## src/xte_pkg.sv

```systemverilog
`timescale 1ns / 1ps

package xte_pkg;

   // Block geometry and frame layout.
   localparam int BLOCK_BYTES = 128;
   localparam int BUF_IDX_W   = $clog2(BLOCK_BYTES);
   localparam int FRAME_LEN   = BLOCK_BYTES + 4;
   localparam int CURSOR_W    = $clog2(FRAME_LEN + 1);
   localparam int DATA_FIRST  = 4;

   // Line control characters.
   localparam logic [7:0] CH_NAK = 8'h15;
   localparam logic [7:0] CH_SOH = 8'h01;
   localparam logic [7:0] CH_ACK = 8'h06;
   localparam logic [7:0] CH_CAN = 8'h18;
   localparam logic [7:0] CH_EOT = 8'h04;
   localparam logic [7:0] CH_ESC = 8'h1B;

   // Configuration register indexes.
   typedef enum logic [1:0] {
      CSR_NAK_INTERVAL = 2'd0,
      CSR_NAK_TRIES    = 2'd1,
      CSR_SEND_START   = 2'd2
   } csr_index_type;

   typedef enum logic [2:0] {
      ACT_START_RX = 3'd0,
      ACT_START_TX = 3'd1,
      ACT_LINE     = 3'd2,
      ACT_TICK     = 3'd3,
      ACT_PULL     = 3'd4,
      ACT_WRITE    = 3'd5,
      ACT_READ     = 3'd6,
      ACT_VERDICT  = 3'd7
   } action_type;

   typedef enum logic [3:0] {
      MODE_OFF,
      MODE_RX_INIT,
      MODE_RX_WAIT,
      MODE_RX_FN1,
      MODE_RX_FN2,
      MODE_RX_DATA,
      MODE_RX_PROCESS,
      MODE_RX_VERDICT,
      MODE_TX_INIT,
      MODE_TX_WAIT,
      MODE_TX_NEED,
      MODE_TX_EOT
   } mode_type;

   typedef enum logic [2:0] {
      EV_NONE      = 3'd0,
      EV_RECEIVED  = 3'd1,
      EV_NEEDED    = 3'd2,
      EV_FINISHED  = 3'd3,
      EV_CANCELLED = 3'd4,
      EV_TIMEOUT   = 3'd5
   } event_type;

   // Source of the line byte of a result.
   typedef enum logic [1:0] {
      TXS_NONE,
      TXS_BYTE,
      TXS_DATA,
      TXS_SUM
   } tx_sel_type;

   // Result record handed from the control stage to the response stage.
   typedef struct packed {
      tx_sel_type  tx_sel;
      logic [7:0]  tx_byte;
      logic        last;
      logic        dual;
      event_type   ev;
      logic [31:0] addr;
      logic        rd_sel;
      logic        accepted;
      logic        busy;
      logic        sum_clear;
   } rsp_rec_type;

   // Block store access issued by the control stage.
   typedef struct packed {
      logic                 wr_en;
      logic [BUF_IDX_W-1:0] wr_addr;
      logic [7:0]           wr_data;
      logic                 rd_en;
      logic [BUF_IDX_W-1:0] rd_addr;
   } mem_cmd_type;

endpackage

```

## src/xte_block_ram.sv

```systemverilog
`timescale 1ns / 1ps

module xte_block_ram (
   input  logic               clock,
   input  xte_pkg::mem_cmd_type cmd,
   output logic [7:0]         rd_data
);
   import xte_pkg::*;

   logic [7:0] mem_ff [BLOCK_BYTES];
   logic [7:0] rd_data_ff;

   // One write port and one registered read port.
   always_ff @(posedge clock) begin
      if (cmd.wr_en) begin
         mem_ff[cmd.wr_addr] <= cmd.wr_data;
      end
      if (cmd.rd_en) begin
         rd_data_ff <= mem_ff[cmd.rd_addr];
      end
   end

   assign rd_data = rd_data_ff;

endmodule

```

## src/xte_ctrl.sv

```systemverilog
`timescale 1ns / 1ps

module xte_ctrl (
   input  logic                  clock,
   input  logic                  reset,
   input  logic                  accept,
   input  logic [2:0]            action,
   input  logic [7:0]            line_data,
   input  logic                  app_ok,
   input  logic [xte_pkg::BUF_IDX_W-1:0] buf_index,
   input  logic [7:0]            buf_data,
   input  logic                  csr_write,
   input  logic [1:0]            csr_index,
   input  logic [15:0]           csr_data,
   output xte_pkg::rsp_rec_type  rec,
   output xte_pkg::mem_cmd_type  mem_cmd
);
   import xte_pkg::*;

   // Configuration registers.
   logic [15:0] nak_interval_ff;
   logic [7:0]  nak_tries_ff;
   logic [15:0] send_start_ff;

   // Session state.
   mode_type              mode_ff, mode_in;
   logic [7:0]            expected_ff, expected_in;
   logic [7:0]            got_ff, got_in;
   logic [7:0]            rx_sum_ff, rx_sum_in;
   logic [7:0]            tries_ff, tries_in;
   logic [15:0]           tick_ff, tick_in;
   logic [BUF_IDX_W-1:0]  fill_ff, fill_in;
   logic [31:0]           offset_ff, offset_in;
   logic [CURSOR_W-1:0]   cursor_ff, cursor_in;

   action_type act;
   logic       line_live;
   logic       nak_at_init;
   logic [7:0] tx_b;
   logic       fill_done;

   assign act         = action_type'(action);
   assign line_live   = (cursor_ff == '0) && (mode_ff != MODE_RX_VERDICT)
                        && (mode_ff != MODE_TX_NEED);
   // In the sender start phase the first NAK counts as an ACK.
   assign nak_at_init = (mode_ff == MODE_TX_INIT) && (line_data == CH_NAK);
   assign tx_b        = nak_at_init ? CH_ACK : line_data;
   assign fill_done   = (fill_ff == BUF_IDX_W'(BLOCK_BYTES - 1));

   // Configuration writes.
   always_ff @(posedge clock) begin
      if (reset) begin
         nak_interval_ff <= 16'd5;
         nak_tries_ff    <= 8'd60;
         send_start_ff   <= 16'd300;
      end else if (csr_write) begin
         unique case (csr_index)
            CSR_NAK_INTERVAL: nak_interval_ff <= csr_data;
            CSR_NAK_TRIES:    nak_tries_ff    <= csr_data[7:0];
            CSR_SEND_START:   send_start_ff   <= csr_data;
            default: ;
         endcase
      end
   end

   // Next protocol mode.
   always_comb begin
      mode_in = mode_ff;
      if (accept) begin
         unique case (act)
            ACT_START_RX: mode_in = MODE_RX_INIT;
            ACT_START_TX: mode_in = MODE_TX_INIT;
            ACT_LINE: begin
               if (mode_ff != MODE_OFF && line_live) begin
                  unique case (mode_ff) inside
                     MODE_RX_INIT, MODE_RX_WAIT: begin
                        if (line_data == CH_SOH) begin
                           mode_in = MODE_RX_FN1;
                        end else if (line_data == CH_EOT || line_data == CH_CAN
                                     || line_data == CH_ESC) begin
                           mode_in = MODE_OFF;
                        end
                     end
                     MODE_RX_FN1: mode_in = MODE_RX_FN2;
                     MODE_RX_FN2: begin
                        mode_in = (line_data == ~got_ff) ? MODE_RX_DATA : MODE_RX_WAIT;
                     end
                     MODE_RX_DATA: begin
                        if (fill_done) begin
                           mode_in = MODE_RX_PROCESS;
                        end
                     end
                     MODE_RX_PROCESS: begin
                        if (got_ff == expected_ff) begin
                           mode_in = (rx_sum_ff == line_data) ? MODE_RX_VERDICT
                                                              : MODE_RX_WAIT;
                        end else if (got_ff == expected_ff - 8'd1) begin
                           mode_in = MODE_RX_WAIT;
                        end else begin
                           mode_in = MODE_OFF;
                        end
                     end
                     MODE_TX_INIT, MODE_TX_WAIT: begin
                        if (mode_ff == MODE_TX_INIT && line_data == CH_ESC) begin
                           mode_in = MODE_OFF;
                        end else if (tx_b == CH_CAN) begin
                           mode_in = MODE_OFF;
                        end else if (tx_b == CH_ACK) begin
                           mode_in = MODE_TX_NEED;
                        end
                     end
                     MODE_TX_EOT: mode_in = MODE_OFF;
                     default: ;
                  endcase
               end
            end
            ACT_TICK: begin
               if (mode_ff == MODE_RX_INIT && tick_ff == '0 && tries_ff == '0) begin
                  mode_in = MODE_OFF;
               end else if (mode_ff == MODE_TX_INIT && tick_ff == '0) begin
                  mode_in = MODE_OFF;
               end
            end
            ACT_VERDICT: begin
               if (mode_ff == MODE_RX_VERDICT) begin
                  mode_in = app_ok ? MODE_RX_WAIT : MODE_OFF;
               end else if (mode_ff == MODE_TX_NEED) begin
                  mode_in = app_ok ? MODE_TX_WAIT : MODE_TX_EOT;
               end
            end
            default: ;
         endcase
      end
   end

   // Datapath updates, block store access and the result record.
   always_comb begin
      expected_in = expected_ff;
      got_in      = got_ff;
      rx_sum_in   = rx_sum_ff;
      tries_in    = tries_ff;
      tick_in     = tick_ff;
      fill_in     = fill_ff;
      offset_in   = offset_ff;
      cursor_in   = cursor_ff;

      rec           = '0;
      rec.tx_sel    = TXS_NONE;
      rec.last      = 1'b1;
      rec.ev        = EV_NONE;
      rec.accepted  = 1'b1;
      rec.busy      = (mode_in != MODE_OFF);

      mem_cmd         = '0;
      mem_cmd.wr_data = line_data;

      if (accept) begin
         unique case (act)
            ACT_START_RX: begin
               expected_in = 8'd1;
               tries_in    = nak_tries_ff;
               tick_in     = nak_interval_ff;
               offset_in   = '0;
               cursor_in   = '0;
            end
            ACT_START_TX: begin
               tick_in   = send_start_ff;
               offset_in = '0;
               cursor_in = '0;
            end
            ACT_LINE: begin
               if (mode_ff == MODE_OFF) begin
                  rec.accepted = 1'b0;
               end else if (line_live) begin
                  unique case (mode_ff) inside
                     MODE_RX_INIT, MODE_RX_WAIT: begin
                        if (line_data == CH_SOH) begin
                           fill_in   = '0;
                           rx_sum_in = '0;
                        end else if (line_data == CH_EOT) begin
                           rec.tx_sel  = TXS_BYTE;
                           rec.tx_byte = CH_ACK;
                           rec.ev      = EV_FINISHED;
                        end else if (line_data == CH_CAN || line_data == CH_ESC) begin
                           rec.ev = EV_CANCELLED;
                        end
                     end
                     MODE_RX_FN1: got_in = line_data;
                     MODE_RX_FN2: begin
                        if (line_data != ~got_ff) begin
                           rec.tx_sel  = TXS_BYTE;
                           rec.tx_byte = CH_NAK;
                        end
                     end
                     MODE_RX_DATA: begin
                        mem_cmd.wr_en   = 1'b1;
                        mem_cmd.wr_addr = fill_ff;
                        rx_sum_in       = rx_sum_ff + line_data;
                        fill_in         = fill_ff + 1'b1;
                     end
                     MODE_RX_PROCESS: begin
                        if (got_ff == expected_ff) begin
                           if (rx_sum_ff == line_data) begin
                              rec.ev   = EV_RECEIVED;
                              rec.addr = offset_ff;
                           end else begin
                              rec.tx_sel  = TXS_BYTE;
                              rec.tx_byte = CH_NAK;
                           end
                        end else if (got_ff == expected_ff - 8'd1) begin
                           rec.tx_sel  = TXS_BYTE;
                           rec.tx_byte = CH_ACK;
                        end else begin
                           rec.tx_sel  = TXS_BYTE;
                           rec.tx_byte = CH_CAN;
                           rec.ev      = EV_CANCELLED;
                        end
                     end
                     MODE_TX_INIT, MODE_TX_WAIT: begin
                        if (mode_ff == MODE_TX_INIT && line_data == CH_ESC) begin
                           rec.ev = EV_CANCELLED;
                        end else if (tx_b == CH_CAN) begin
                           rec.tx_sel  = TXS_BYTE;
                           rec.tx_byte = CH_ACK;
                           rec.ev      = EV_CANCELLED;
                        end else if (tx_b == CH_ACK) begin
                           // The first NAK restarts numbering at one.
                           expected_in = nak_at_init ? 8'd1 : expected_ff + 8'd1;
                           rec.ev      = EV_NEEDED;
                           rec.addr    = offset_ff;
                        end else if (tx_b == CH_NAK) begin
                           cursor_in     = CURSOR_W'(1);
                           rec.sum_clear = 1'b1;
                        end
                     end
                     MODE_TX_EOT: rec.ev = EV_FINISHED;
                     default: ;
                  endcase
               end
            end
            ACT_TICK: begin
               if (mode_ff == MODE_RX_INIT) begin
                  if (tick_ff == '0) begin
                     if (tries_ff != '0) begin
                        tries_in    = tries_ff - 8'd1;
                        rec.tx_sel  = TXS_BYTE;
                        rec.tx_byte = CH_NAK;
                     end else begin
                        rec.ev = EV_TIMEOUT;
                     end
                     tick_in = nak_interval_ff;
                  end else begin
                     tick_in = tick_ff - 16'd1;
                  end
               end else if (mode_ff == MODE_TX_INIT) begin
                  if (tick_ff == '0) begin
                     rec.ev = EV_TIMEOUT;
                  end else begin
                     tick_in = tick_ff - 16'd1;
                  end
               end
            end
            ACT_PULL: begin
               if (cursor_ff != '0) begin
                  rec.last = 1'b0;
                  if (cursor_ff == CURSOR_W'(1)) begin
                     rec.tx_sel  = TXS_BYTE;
                     rec.tx_byte = CH_SOH;
                  end else if (cursor_ff == CURSOR_W'(2)) begin
                     rec.tx_sel  = TXS_BYTE;
                     rec.tx_byte = expected_ff;
                  end else if (cursor_ff == CURSOR_W'(3)) begin
                     rec.tx_sel  = TXS_BYTE;
                     rec.tx_byte = ~expected_ff;
                  end else if (cursor_ff < CURSOR_W'(FRAME_LEN)) begin
                     rec.tx_sel      = TXS_DATA;
                     mem_cmd.rd_en   = 1'b1;
                     mem_cmd.rd_addr = BUF_IDX_W'(cursor_ff - CURSOR_W'(DATA_FIRST));
                  end else begin
                     rec.tx_sel = TXS_SUM;
                     rec.last   = 1'b1;
                  end
                  cursor_in = rec.last ? '0 : cursor_ff + 1'b1;
               end
            end
            ACT_WRITE: begin
               mem_cmd.wr_en   = 1'b1;
               mem_cmd.wr_addr = buf_index;
               mem_cmd.wr_data = buf_data;
            end
            ACT_READ: begin
               mem_cmd.rd_en   = 1'b1;
               mem_cmd.rd_addr = buf_index;
               rec.rd_sel      = 1'b1;
            end
            ACT_VERDICT: begin
               if (mode_ff == MODE_RX_VERDICT) begin
                  rec.tx_sel = TXS_BYTE;
                  if (app_ok) begin
                     expected_in = expected_ff + 8'd1;
                     offset_in   = offset_ff + 32'(BLOCK_BYTES);
                     rec.tx_byte = CH_ACK;
                  end else begin
                     // A refused block is answered with two CAN bytes.
                     rec.tx_byte = CH_CAN;
                     rec.dual    = 1'b1;
                     rec.ev      = EV_CANCELLED;
                  end
               end else if (mode_ff == MODE_TX_NEED) begin
                  if (app_ok) begin
                     cursor_in     = CURSOR_W'(1);
                     rec.sum_clear = 1'b1;
                     offset_in     = offset_ff + 32'(BLOCK_BYTES);
                  end else begin
                     rec.tx_sel  = TXS_BYTE;
                     rec.tx_byte = CH_EOT;
                  end
               end
            end
            default: ;
         endcase
      end
   end

   // State registers.
   always_ff @(posedge clock) begin
      if (reset) begin
         mode_ff     <= MODE_OFF;
         expected_ff <= '0;
         got_ff      <= '0;
         rx_sum_ff   <= '0;
         tries_ff    <= '0;
         tick_ff     <= '0;
         fill_ff     <= '0;
         offset_ff   <= '0;
         cursor_ff   <= '0;
      end else begin
         mode_ff     <= mode_in;
         expected_ff <= expected_in;
         got_ff      <= got_in;
         rx_sum_ff   <= rx_sum_in;
         tries_ff    <= tries_in;
         tick_ff     <= tick_in;
         fill_ff     <= fill_in;
         offset_ff   <= offset_in;
         cursor_ff   <= cursor_in;
      end
   end

endmodule

```

## src/xte_rsp_stage.sv

```systemverilog
`timescale 1ns / 1ps

module xte_rsp_stage (
   input  logic                 clock,
   input  logic                 reset,
   input  logic                 accept,
   input  xte_pkg::rsp_rec_type rec,
   input  logic [7:0]           mem_rd_data,
   output logic                 req_ready,
   output logic                 rsp_valid,
   input  logic                 rsp_ready,
   output logic                 rsp_tx_valid,
   output logic [7:0]           rsp_tx_data,
   output logic                 rsp_last,
   output logic [2:0]           rsp_event_res,
   output logic [31:0]          rsp_block_address,
   output logic [7:0]           rsp_read_data,
   output logic                 rsp_accepted,
   output logic                 rsp_busy_res
);
   import xte_pkg::*;

   // Second stage: waits for the block store read data.
   logic        s2_valid_ff;
   rsp_rec_type s2_ff;

   // Frame checksum of the sender, summed as data bytes leave.
   logic [7:0] tx_sum_ff;

   // Output register.
   logic        out_valid_ff;
   logic        second_ff;
   logic        tx_valid_ff;
   logic [7:0]  tx_data_ff;
   logic        last_ff;
   logic [2:0]  event_ff;
   logic [31:0] addr_ff;
   logic [7:0]  read_data_ff;
   logic        accepted_ff;
   logic        busy_ff;

   logic       out_free;
   logic       s2_move;
   logic [7:0] s2_tx_data;

   assign out_free  = !out_valid_ff || (rsp_ready && !second_ff);
   assign s2_move   = s2_valid_ff && out_free;
   assign req_ready = !s2_valid_ff || out_free;

   // Line byte of the item in the second stage.
   always_comb begin
      case (s2_ff.tx_sel)
         TXS_BYTE: s2_tx_data = s2_ff.tx_byte;
         TXS_DATA: s2_tx_data = mem_rd_data;
         TXS_SUM:  s2_tx_data = tx_sum_ff;
         default:  s2_tx_data = '0;
      endcase
   end

   // Second stage valid.
   always_ff @(posedge clock) begin
      if (reset) begin
         s2_valid_ff <= 1'b0;
      end else if (accept) begin
         s2_valid_ff <= 1'b1;
      end else if (s2_move) begin
         s2_valid_ff <= 1'b0;
      end
   end

   // Second stage payload and checksum.
   always_ff @(posedge clock) begin
      if (accept) begin
         s2_ff <= rec;
      end
      if (s2_move) begin
         if (s2_ff.sum_clear) begin
            tx_sum_ff <= '0;
         end else if (s2_ff.tx_sel == TXS_DATA) begin
            tx_sum_ff <= tx_sum_ff + mem_rd_data;
         end
      end
   end

   // Output control: a refused block holds the register for a second CAN.
   always_ff @(posedge clock) begin
      if (reset) begin
         out_valid_ff <= 1'b0;
         second_ff    <= 1'b0;
      end else if (s2_move) begin
         out_valid_ff <= 1'b1;
         second_ff    <= s2_ff.dual;
      end else if (out_valid_ff && rsp_ready) begin
         if (second_ff) begin
            second_ff <= 1'b0;
         end else begin
            out_valid_ff <= 1'b0;
         end
      end
   end

   // Output payload.
   always_ff @(posedge clock) begin
      if (s2_move) begin
         tx_valid_ff  <= (s2_ff.tx_sel != TXS_NONE);
         tx_data_ff   <= s2_tx_data;
         last_ff      <= s2_ff.last && !s2_ff.dual;
         event_ff     <= s2_ff.ev;
         addr_ff      <= s2_ff.addr;
         read_data_ff <= s2_ff.rd_sel ? mem_rd_data : 8'd0;
         accepted_ff  <= s2_ff.accepted;
         busy_ff      <= s2_ff.busy;
      end else if (out_valid_ff && rsp_ready && second_ff) begin
         last_ff <= 1'b1;
      end
   end

   assign rsp_valid         = out_valid_ff;
   assign rsp_tx_valid      = tx_valid_ff;
   assign rsp_tx_data       = tx_data_ff;
   assign rsp_last          = last_ff;
   assign rsp_event_res     = event_ff;
   assign rsp_block_address = addr_ff;
   assign rsp_read_data     = read_data_ff;
   assign rsp_accepted      = accepted_ff;
   assign rsp_busy_res      = busy_ff;

endmodule

```

## src/xmodem_transfer_engine_top.sv

```systemverilog
`timescale 1ns / 1ps
// XMODEM transfer engine (8-bit checksum, 128-byte blocks), receiver or sender.
// Request channel (req_*): one item per action: start a receive or send
// session, a line byte, a tick, a pull of the next frame byte, a block buffer
// write or read, or the application's verdict. Response channel (rsp_*):
// one result per item, two for a refused block (CAN, CAN); rsp_last marks
// the final result of an item, or the checksum byte of a pulled frame.
// Configuration port (csr_*): registers 0 NAK interval, 1 NAK tries,
// 2 sender start ticks; always ready. They are to be written while the
// engine is idle; the block itself leaves this to the user.
// The first result of an item is registered in the block buffer read stage,
// then in the output register.
// Throughput: one item per cycle while the receiver takes results; a refused
// block holds the output register for a second result. The 128 x 8 block
// buffer has one write and one read port, and each item touches it at most once.
// Reset clears the session (engine off) and loads the register defaults;
// buffer contents are undefined until written.
// When the receiver stalls, results wait in the output register while one
// more item is accepted into the read stage; then req_ready drops.
module xmodem_transfer_engine_top (
   input  logic        clock,
   input  logic        reset,
   input  logic        req_valid,
   output logic        req_ready,
   input  logic [2:0]  req_action,
   input  logic [7:0]  req_line_data,
   input  logic        req_app_ok,
   input  logic [6:0]  req_buf_index,
   input  logic [7:0]  req_buf_data,
   output logic        rsp_valid,
   input  logic        rsp_ready,
   output logic        rsp_tx_valid,
   output logic [7:0]  rsp_tx_data,
   output logic        rsp_last,
   output logic [2:0]  rsp_event_res,
   output logic [31:0] rsp_block_address,
   output logic [7:0]  rsp_read_data,
   output logic        rsp_accepted,
   output logic        rsp_busy_res,
   input  logic        csr_valid,
   output logic        csr_ready,
   input  logic [1:0]  csr_index,
   input  logic [15:0] csr_data
);
   import xte_pkg::*;

   logic        accept;
   rsp_rec_type rec;
   mem_cmd_type mem_cmd;
   logic [7:0]  mem_rd_data;

   assign accept    = req_valid && req_ready;
   assign csr_ready = 1'b1;

   xte_ctrl u_ctrl (
      .clock     (clock),
      .reset     (reset),
      .accept    (accept),
      .action    (req_action),
      .line_data (req_line_data),
      .app_ok    (req_app_ok),
      .buf_index (req_buf_index),
      .buf_data  (req_buf_data),
      .csr_write (csr_valid && csr_ready),
      .csr_index (csr_index),
      .csr_data  (csr_data),
      .rec       (rec),
      .mem_cmd   (mem_cmd)
   );

   xte_block_ram u_ram (
      .clock   (clock),
      .cmd     (mem_cmd),
      .rd_data (mem_rd_data)
   );

   xte_rsp_stage u_rsp (
      .clock             (clock),
      .reset             (reset),
      .accept            (accept),
      .rec               (rec),
      .mem_rd_data       (mem_rd_data),
      .req_ready         (req_ready),
      .rsp_valid         (rsp_valid),
      .rsp_ready         (rsp_ready),
      .rsp_tx_valid      (rsp_tx_valid),
      .rsp_tx_data       (rsp_tx_data),
      .rsp_last          (rsp_last),
      .rsp_event_res     (rsp_event_res),
      .rsp_block_address (rsp_block_address),
      .rsp_read_data     (rsp_read_data),
      .rsp_accepted      (rsp_accepted),
      .rsp_busy_res      (rsp_busy_res)
   );

endmodule

```

## config.mk

```make
export PLATFORM = sky130hd
export DESIGN_NAME = xmodem_transfer_engine_top
export DESIGN_NICKNAME = d
export VERILOG_FILES = /design/src/xte_pkg.sv /design/src/xte_block_ram.sv /design/src/xte_ctrl.sv /design/src/xte_rsp_stage.sv /design/src/xmodem_transfer_engine_top.sv
export SDC_FILE = /design/constraint.sdc
export NUM_CORES = 2
export LEC_CHECK = 0
export ABC_AREA = 1
export BUFFER_PORTS_ARGS = -buffer_cell sky130_fd_sc_hd__buf_4
export CAP_MARGIN = 40
export CORE_UTILIZATION = 40
export DETAILED_ROUTE_END_ITERATION = 8
export SYNTH_ARGS = -nofsm -noshare
export SYNTH_HDL_FRONTEND = slang
export SYNTH_SLANG_ARGS = --single-unit
```

## constraint.sdc

```tcl
create_clock -name clock -period 13.4 [get_ports clock]
set_input_delay 4.02 -clock clock [delete_from_list [all_inputs] [get_ports clock]]
set_output_delay 4.02 -clock clock [all_outputs]
set_load 0.1 [all_outputs]
```

==> out/results.txt <==
FF-to-FF Start -> u_ctrl.cursor_ff[0]
# diodes -> 0
Antenna-violating nets left -> 0
Setup CP Type -> in2out
Layout Utilization -> 45.4%
Largest family of logic cells by synthesized area -> simple AND/OR/NAND/NOR gates
# setup viols final -> 0
Die footprint -> 0.144 mm²
Commonest cells after routing, fill and taps aside -> 1,134 x edfxtp_1, 1,076 x nand3_1, 1,007 x nand2_1, 579 x inv_1, 443 x nor2_1
Avg Inst Size Synth -> 10.3 µm²
FMAX -> 112 MHz
Core area -> 0.142 mm²
Global-route wire length before repair -> 245 mm
Reg-to-Reg End -> u_ram.rd_data[0]
Arrival time worst endpoint -> 4.88 ns
Filler cells -> 13,200
Area after DPL -> 0.0600 mm²
Clock root cell -> clkbuf_16
Worst Path Required -> 9.38 ns
VDD IR max -> 0.132 mV
Reg area -> 0.0368 mm²
Post-CTS setup buffer count -> 0
Distinct cells, synth -> 62
P_leak -> 24.4 nW
Initial antenna violation count -> 0
Pwr Density -> 132 mW/mm²
Layout area overhead -> 12.4%
WL/cell -> 21.3 µm
Detailed Routing Iterations Pass 1 -> 6
Worst Hold Class -> reg2reg
Count of flip-flops with a built-in enable after synthesis -> 1,134
DIE HEIGHT -> 380 µm
Post-CTS Resized -> 0
Port Buffer Count -> 106
WHS Path Cells -> 0
Post-synth top flop -> edfxtp_1
Syn Inst Count -> 5,573
Layout cell share with drive strength beyond 1 -> 8.15%
Min-delay src -> u_rsp.s2_ff[25]
Mux cell area share after synthesis -> 0%
Worst skew pair latency -> 0.78 ns
Hold Crit Endpoint -> u_rsp.rsp_block_address[21]
Ys async rst share -> 0%
I/O pins -> 108
Max transition margin -> 23.3%
Status -> finished clean
Grt total ovfl -> 0
Syn Nets -> 5,652
Iteration-0 DRC Markers -> 4,858
RD Place Congestion -> 0.897
Die W -> 380 µm
Area fraction in compound gates after synthesis -> 3.54%
Final Hold Fails -> 0
Post-DP HPWL -> 97.2 mm
Adder-cell share of the synthesized area -> 0.661%
Crit end category -> output port
Crit start category -> input port
Reg2Reg Depth -> 19
YS warnings -> 0
Mapped Area -> 0.0572 mm²
RSZ-0062 raised after global routing -> false
Reg clk slew, reported paths -> 0.06 ns
Xor and xnor fraction of the mapped netlist area -> 0.705%
Most common cell after layout, fill and taps aside -> edfxtp_1
Synth Area in Simple Gates -> 24.2%
DR vias/cell -> 5.42
CP Max Fanout -> 3
Nets -> 5,666
TritonCTS clock tree -> built
Power, Total -> 8.51 mW
Post-route design area -> 0.0642 mm²
Clk buf depth -> 3
Layout Skew -> 0.0346 ns
CTS H-Tree Depth -> 4
Fin crit share -> 66.4%
FP Rows -> 138
Initial core utilization -> 40.4%
Via count -> 41,100
Max Cap Viol -> 0
Fin Setup TNS -> 0 ns
Drt drc -> 0
Fin cells -> 7,585
CTS sink count -> 1,269
Crit path from -> rsp_ready
Post-placement cell count -> 7,339
Hold_buf cts -> 0
CTS Buf Count -> 135
Final wirelength -> 161 mm
Pin count of the biggest net entering global routing -> 199
Worst Tran Pin Value -> 1.15 ns
Gr usage total -> 22.0%
Vias in the first global route -> 39,300
Area of the multi-input gates -> 0.0168 mm²
Synth Register Bits -> 1,269
Tmin final -> 8.90 ns
Max-slew violations -> 0
R2R setup slack -> 8.18 ns
Seq/Total Area, Yosys -> 64.3%
area by class of cell:
class	count	share of cell area (%)
clock buffer	171	5.65
clock inverter	74	0.925
inverter	603	3.56
multi-input combinational	3385	26.2
timing repair buffer	193	2.77
tap	1890	3.68
sequential	1269	57.2
power by group:
part           leakage [nW]  internal [mW]  total [mW]  switching, mW
Combinational          10.9          0.120       0.529          0.409
Sequential             11.4           4.35        4.37         0.0178
Clock                  2.07           2.06        3.61           1.56
synthesized netlist by cell type (all sizes together) (3+ instances only):
| library cell | n | area (µm²) |
|---|---|---|
| nand4 | 20 | 140 |
| o211ai | 11 | 82.6 |
| nand2 | 1018 | 3850 |
| dfxtp | 135 | 2700 |
| edfxtp | 1134 | 34100 |
| o21a | 6 | 45.0 |
| nor3b | 13 | 97.6 |
| or2 | 14 | 87.6 |
| nor3 | 60 | 333 |
| o21ai | 187 | 943 |
| xor2 | 34 | 298 |
| nor2 | 461 | 1790 |
| clkinv | 6 | 23.8 |
| nand3b | 272 | 2040 |
| inv | 597 | 2240 |
| o221ai | 4 | 35.0 |
| a221oi | 9 | 78.8 |
| o2111ai | 3 | 26.3 |
| buf | 192 | 1020 |
| a31oi | 13 | 81.3 |
| nand3 | 1077 | 5400 |
| a21oi | 97 | 497 |
| o22ai | 5 | 43.8 |
| xnor2 | 12 | 105 |
| a211oi | 12 | 90.1 |
| clkbuf | 124 | 465 |
| ha | 27 | 338 |
| nor4 | 13 | 93.8 |
cells by family after synthesis:
kind of cell | count (synthesis)
xor gates and xnor gates | 46
DFF | 1269
AOI/OAI and AO/OA | 358
and+or+nand+nor | 2950
other | 2
adders and majority gates | 29
buffers and inverters | 919
per-stage QoR:
step           worst slack (ns)  hold slack [ns]
6_report                   4.50            0.415
3_5_place_dp               4.50            0.405
4_1_cts                    4.50            0.418
5_1_grt                    4.46            0.425
3_3_place_gp               4.52            0.403
2_1_floorplan              1.52            0.400
critical path: stages:
cell and delay (ns):
buf_4 0.11, a21boi_1 0.30, nand2_1 0.17, buf_4 0.27
metal layers:
layer  track usage (%)  routed length [µm]
met2              35.1               75300
met4              7.83                5450
met3              3.68               11600
met5                 0                   0
met1              30.3               68900
registers in the layout, indices dropped and copies added (netlist names), 3 cells and up:
signal	cells
u_rsp.s2_ff	45
u_ctrl.offset_ff	25
u_ctrl.tries_ff	8
u_ctrl.rx_sum_ff	8
u_ram.rd_data	8
u_rsp.rsp_read_data	8
u_ctrl.cursor_ff	8
u_ctrl.fill_ff	7
u_ctrl.nak_tries_ff	8
u_ctrl.nak_interval_ff	16
u_ctrl.got_ff	8
u_ctrl.tick_ff	16
u_rsp.rsp_block_address	26
u_ctrl.send_start_ff	16
u_ctrl.expected_ff	8
u_ctrl.mode_ff	4
u_rsp.tx_sum_ff	8
u_ram.mem_ff	1024
u_rsp.rsp_event_res	3
u_rsp.rsp_tx_data	8
worst max path at each step:
stage | endpoint | slack (ns) | depth (start not counted)
after detailed placement | req_ready | 4.50 | 4
after floorplan | u_ram.mem_ff[0][6] | 1.52 | 6
after global placement | req_ready | 4.52 | 4
after global routing | req_ready | 4.46 | 4
after CTS | req_ready | 4.50 | 4
final | req_ready | 4.50 | 4
Note: power is estimated with default switching activity, not from simulation.
